### config.mk
export PLATFORM = sky130hd
export DESIGN_NAME = sbr_resv
export DESIGN_NICKNAME = d
export VERILOG_FILES = /design/src/sv/sbr_pkg.sv /design/src/sv/sbr_resv.sv
export SDC_FILE = /design/constraint.sdc
export NUM_CORES = 1
export LEC_CHECK = 0
export BUFFER_PORTS_ARGS = -buffer_cell sky130_fd_sc_hd__buf_2
export CAP_MARGIN = 15
export CORE_MARGIN = 3
export CORE_UTILIZATION = 50
export DETAILED_ROUTE_END_ITERATION = 12
export HOLD_SLACK_MARGIN = 0.05
export PLACE_DENSITY_LB_ADDON = 0.05
export SLEW_MARGIN = 0
export SYNTH_ARGS = -nofsm -noshare
export SYNTH_HDL_FRONTEND = slang
export SYNTH_SLANG_ARGS = --single-unit
### constraint.sdc
create_clock -name aclk -period 6.7 [get_ports aclk]
set_input_delay 0.335 -clock aclk [delete_from_list [all_inputs] [get_ports aclk]]
set_output_delay 0.335 -clock aclk [all_outputs]
set_load 0.05 [all_outputs]
### src/sv/sbr_pkg.sv
// Shared types, constants and helper functions for the system bus with reservations.
// Used by sbr_resv, the top level and the checker; depends on nothing.
package sbr_pkg;

    localparam int IN_W  = 72;
    localparam int OUT_W = 72;

    localparam int MAIN_AW    = 16;
    localparam int SCRATCH_AW = 13;
    localparam int ROM_AW     = 15;
    localparam int VIDEO_AW   = 12;
    localparam int CLR_AW     = (MAIN_AW > ROM_AW) ? MAIN_AW : ROM_AW;

    localparam int MAIN_WORDS    = 1 << MAIN_AW;
    localparam int SCRATCH_WORDS = 1 << SCRATCH_AW;
    localparam int ROM_WORDS     = 1 << ROM_AW;
    localparam int VIDEO_WORDS   = 1 << VIDEO_AW;

    localparam int NUM_BREAKPOINTS = 4;
    localparam int CFG_IDX_W       = 3;
    localparam int CNT_W           = 3;

    localparam logic [CFG_IDX_W-1:0] CFG_BP_COUNT  = 3'd0;
    localparam logic [CFG_IDX_W-1:0] CFG_BP_ADDR_A = 3'd1;
    localparam logic [CFG_IDX_W-1:0] CFG_BP_ADDR_B = 3'd2;
    localparam logic [CFG_IDX_W-1:0] CFG_BP_ADDR_C = 3'd3;
    localparam logic [CFG_IDX_W-1:0] CFG_BP_ADDR_D = 3'd4;

    localparam int OUT_OK_BIT      = 32;
    localparam int OUT_ERR_BIT     = 33;
    localparam int OUT_STOP_BIT    = 34;
    localparam int OUT_REFRESH_BIT = 35;

    localparam logic [31:0] GEN_HIGH_INIT = 32'd88888888;
    localparam logic [31:0] GEN_LOW_INIT  = 32'd12345678;
    localparam logic [31:0] GEN_HIGH_MUL  = 32'd36969;
    localparam logic [31:0] GEN_LOW_MUL   = 32'd18000;

    localparam logic [3:0] MASK_NONE     = 4'h0;
    localparam logic [3:0] MASK_BYTE0    = 4'h1;
    localparam logic [3:0] MASK_BYTE1    = 4'h2;
    localparam logic [3:0] MASK_BYTE2    = 4'h4;
    localparam logic [3:0] MASK_BYTE3    = 4'h8;
    localparam logic [3:0] MASK_HALF_LO  = 4'h3;
    localparam logic [3:0] MASK_HALF_MID = 4'h6;
    localparam logic [3:0] MASK_HALF_HI  = 4'hC;
    localparam logic [3:0] MASK_WORD     = 4'hF;

    typedef enum logic [2:0] {
        REG_NONE,
        REG_MAIN,
        REG_SCRATCH,
        REG_LED,
        REG_ROM,
        REG_VIDEO
    } region_t;

    typedef enum logic [1:0] {
        ST_CLEAR,
        ST_IDLE,
        ST_EXEC
    } state_t;

    typedef struct packed {
        logic        fire;
        logic        rsv_read;
        logic        cond_write;
        logic [31:0] addr;
    } resv_req_t;

    function automatic region_t sbr_decode(input logic [31:0] a, input logic wr);
        region_t r;
        if (a[31:27] == 5'd0) begin
            r = REG_MAIN;
        end else if (a[31:20] == 12'hFF4) begin
            r = REG_SCRATCH;
        end else if (wr && (a[31:8] == 24'hFFDC06)) begin
            r = REG_LED;
        end else if (a[31:18] == 14'h3FFF) begin
            r = REG_ROM;
        end else if (a[31:16] == 16'hFFD0) begin
            r = REG_VIDEO;
        end else begin
            r = REG_NONE;
        end
        return r;
    endfunction

    function automatic logic [31:0] lane_merge(input logic [31:0] old,
                                               input logic [31:0] d,
                                               input logic [3:0]  mask);
        logic [31:0] r;
        case (mask)
            MASK_WORD:     r = d;
            MASK_BYTE0:    r = {old[31:8], d[7:0]};
            MASK_BYTE1:    r = {old[31:16], d[7:0], old[7:0]};
            MASK_BYTE2:    r = {old[31:24], d[7:0], old[15:0]};
            MASK_BYTE3:    r = {d[7:0], old[23:0]};
            MASK_HALF_LO:  r = {old[31:16], d[15:0]};
            MASK_HALF_MID: r = {old[31:24], d[15:0], old[7:0]};
            MASK_HALF_HI:  r = {d[15:0], old[15:0]};
            default:       r = old;
        endcase
        return r;
    endfunction

endpackage

### src/sv/sbr_resv.sv
// Reservation slots and multiply-with-carry replacement generator.
// Depends on sbr_pkg for the request struct and generator constants.
module sbr_resv (
    input  logic               aclk,
    input  logic               aresetn,
    input  sbr_pkg::resv_req_t req,
    output logic               match
);
    import sbr_pkg::*;

    logic [31:0] slot_one_reg, slot_one_next;
    logic [31:0] slot_two_reg, slot_two_next;
    logic        valid_one_reg, valid_one_next;
    logic        valid_two_reg, valid_two_next;
    logic [31:0] gen_high_reg, gen_high_next;
    logic [31:0] gen_low_reg, gen_low_next;
    logic [31:0] gen_high_step;
    logic [31:0] gen_low_step;
    logic        hit_one;
    logic        hit_two;

    assign hit_one = valid_one_reg && (slot_one_reg == req.addr);
    assign hit_two = valid_two_reg && (slot_two_reg == req.addr);
    assign match   = hit_one || hit_two;

    assign gen_high_step = GEN_HIGH_MUL * {16'd0, gen_high_reg[15:0]} + {16'd0, gen_high_reg[31:16]};
    assign gen_low_step  = GEN_LOW_MUL * {16'd0, gen_low_reg[15:0]} + {16'd0, gen_low_reg[31:16]};

    always_comb begin
        slot_one_next  = slot_one_reg;
        slot_two_next  = slot_two_reg;
        valid_one_next = valid_one_reg;
        valid_two_next = valid_two_reg;
        gen_high_next  = gen_high_reg;
        gen_low_next   = gen_low_reg;
        if (req.fire && req.rsv_read) begin
            if (!valid_one_reg) begin
                slot_one_next  = req.addr;
                valid_one_next = 1'b1;
            end else if (!valid_two_reg) begin
                slot_two_next  = req.addr;
                valid_two_next = 1'b1;
            end else begin
                gen_high_next = gen_high_step;
                gen_low_next  = gen_low_step;
                // bit 0 of (high << 16) + low is bit 0 of low
                if (gen_low_step[0]) begin
                    slot_two_next = req.addr;
                end else begin
                    slot_one_next = req.addr;
                end
            end
        end
        if (req.fire && req.cond_write) begin
            if (hit_one) begin
                valid_one_next = 1'b0;
            end
            if (hit_two) begin
                valid_two_next = 1'b0;
            end
        end
    end

    always_ff @(posedge aclk) begin
        if (!aresetn) begin
            slot_one_reg  <= '0;
            slot_two_reg  <= '0;
            valid_one_reg <= 1'b0;
            valid_two_reg <= 1'b0;
            gen_high_reg  <= GEN_HIGH_INIT;
            gen_low_reg   <= GEN_LOW_INIT;
        end else begin
            slot_one_reg  <= slot_one_next;
            slot_two_reg  <= slot_two_next;
            valid_one_reg <= valid_one_next;
            valid_two_reg <= valid_two_next;
            gen_high_reg  <= gen_high_next;
            gen_low_reg   <= gen_low_next;
        end
    end

endmodule

==> metrics <==
outcome=completed; DRC=0; CTS tree=yes; mapped cell area=8110 um2; detailed placer's ending HPWL=between 15000 and 20000 um; drt pass-1 iters=5; PortBufs=37; 1st-iter DRT viols=around 570; Area Overhead vs Synth=8.13%; clock buffer depth=2; Vias=around 6700; core area=~16000 um2; met2 Track Usage GR=0.333; Fmax=about 160 MHz; hold_sp=req[32]; Die H=around 130 um; register area share after synthesis=0.242; Setup CP Type=flop to flop; crit path cell chain=ha_1, ha_1, ha_1, fa_1, inv_1, fa_1, inv_1, ha_1, a21oi_1, o21ai_0, a21oi_1, xnor2_1, ha_1, nor2_1, and4b_1, a31oi_1, nor3_2, nand2_1, or4b_1, or4_1, nand3_1; Clock transition at path regs=70 ps; vias in the first global route=6318; RSZ-0062 raised after global routing=false; leak pwr=0.00393 uW; crit path from=gen_low_reg[4]$_SDFFE_PN0P_; ys flop type=dfxtp_1; final setup fails=0; Worst Tran Pin Value=roughly 750 ps; Crit. End Element=flop; grt ovf=0; busiest grt layer=met1; Max IR drop VDD=0.123 mV; leading cell type in the layout, fill and taps excluded=nand2_1; num rows=45; Critical Path Slowest Stage Cell=or4b_1; remaining antenna violation count=0; Post-synth EDFFs=0; wire per inst=about 17 um; Antenna Cells=0; Tot GR Track Use=0.237; worst hold margin=214 ps; Top delay family on crit path=adder cells; Nets=1188; DR vias/cell=~5.5; routability cong.=roughly 0.92; WP data required=~7000 ps; Post-CTS Hold Fix Bufs=0; Max stage delay on crit path=about 590 ps; register area=1960 um2; grt met3 use=0.0461; Synth Net Count=between 1000 and 1500; grt met1 use=0.376; Skew-Pair Late Insertion Delay=around 340 ps; largest net degree at the start of global routing=69; antenna violations before repair=1; cts repair resizes=0; FF-to-FF Start=gen_low_reg[4]$_SDFFE_PN0P_; Die Wd=roughly 130 um; maxcap violations=0; fin crit period=6160 ps; total power draw=1270 uW; Worst Path Buf+Inv=2; Initial Util=0.522; HP Class=input pin to flop; Arr. time, crit path=about 6500 ps; area of the multi-input gates=about 5700 um2; Yosys reg bits=98; Clock Sinks=between 90 and 100; share of layout cells above drive strength 1=0.0810; die area=around 18000 um2; # fillers=1481; CTS buffer count=9; Crit Path Max Fanout=7; most used cell, CP=ha_1; PD cells=144 nW/um2; H-tree levels=3; Mapped Cells=985; Clock Skew=7.52 ps; crit start category=flop; most frequent cells in the layout=nand2_1 (189), ha_1 (110), a21oi_1 (99); first-pass GRT wire length=33700 um; setup bufs post-CTS=0; mean post-synth cell area=8.24 um2; library cells used by synthesis=65; Final Hold Fails=0; Rel. slew slack=0.498; period utilization=0.920; Ys Warns=0; final wirelength=between 20000 and 25000 um; setup TNS=0 ps; Ports=38; asr flop ratio synth=0; Final Slew Violations=0; clk root buf=clkbuf_16
report_power, final:
part | internal [uW] | switching, uW | total [uW]
logic | 65.7 | 108 | 174
registers | 596 | 9.19 | 605
clock network | 263 | 225 | 487
synthesized netlist by cell type, types with 3 or more instances:
cell type / count / area (um2)
a21oi_1: 99 / 495
or2_2: 4 / 25.0
dfxtp_1: 98 / 1960
o211ai_1: 11 / 82.6
clkbuf_1: 34 / 128
and3_1: 7 / 43.8
xnor2_1: 49 / 429
or3_1: 6 / 37.5
a31oi_1: 4 / 25.0
xor2_1: 44 / 385
nor4_1: 13 / 81.3
buf_2: 3 / 15.0
a211oi_1: 9 / 67.6
fa_1: 34 / 681
nor2_1: 37 / 139
a311oi_1: 3 / 26.3
nand4_1: 15 / 93.8
and2_1: 9 / 56.3
nand2_1: 189 / 709
or4_1: 8 / 60.1
o21ai_0: 20 / 100
a211o_1: 3 / 26.3
inv_1: 74 / 278
nand3_1: 22 / 110
o21a_1: 4 / 30.0
a21o_1: 11 / 82.6
nor3_1: 10 / 50.1
o21bai_1: 7 / 52.6
ha_1: 110 / 1380
metal layers:
layer | share of wire | vias to the layer above
met5 | 0 | -
met4 | 0.0074 | 0
met3 | 0.056 | 11
met2 | 0.41 | 133
met1 | 0.52 | 3152
li1 | - | 3430
per-stage QoR:
step	util	instance area (um2)	worst slack, ps	instances
global route	0.564	8770	140	1223
global placement	0.547	8500	746	1207
CTS	0.564	8770	571	1223
detailed placement	0.547	8500	611	1207
finish	0.564	8770	538	1223
floorplan	-	8110	1140	985
area by class of cell:
type | instances | share of cell area
Inverter | 75 | 0.0321
Multi-Input combinational cell | 774 | 0.652
Tap cell | 211 | 0.0301
Sequential cell | 98 | 0.224
Clock buffer | 12 | 0.0281
Clock inverter | 4 | 0.00314
Timing Repair Buffer | 49 | 0.0314
cells by family after synthesis:
logic type,count (synthesis),synth area share
and+or+nand+nor,334,0.188
muxes,3,0.00386
adders and majority gates,144,0.254
DFF,98,0.242
AOI/OAI and AO/OA,200,0.158
xor gates and xnor gates,93,0.100
buffers and inverters,113,0.0537
final timing paths:
check	end	slack, ps	depth (start not counted)
setup / recovery	gen_low_reg[30]$_SDFFE_PN0P_	540	21
hold / removal	valid_one_reg$_SDFF_PN0_	210	2
setup reg to reg	gen_low_reg[30]$_SDFFE_PN0P_	540	21
hold reg to reg	slot_two_reg[5]$_SDFFE_PN0P_	470	2
Note: power is estimated with default switching activity, not from simulation.
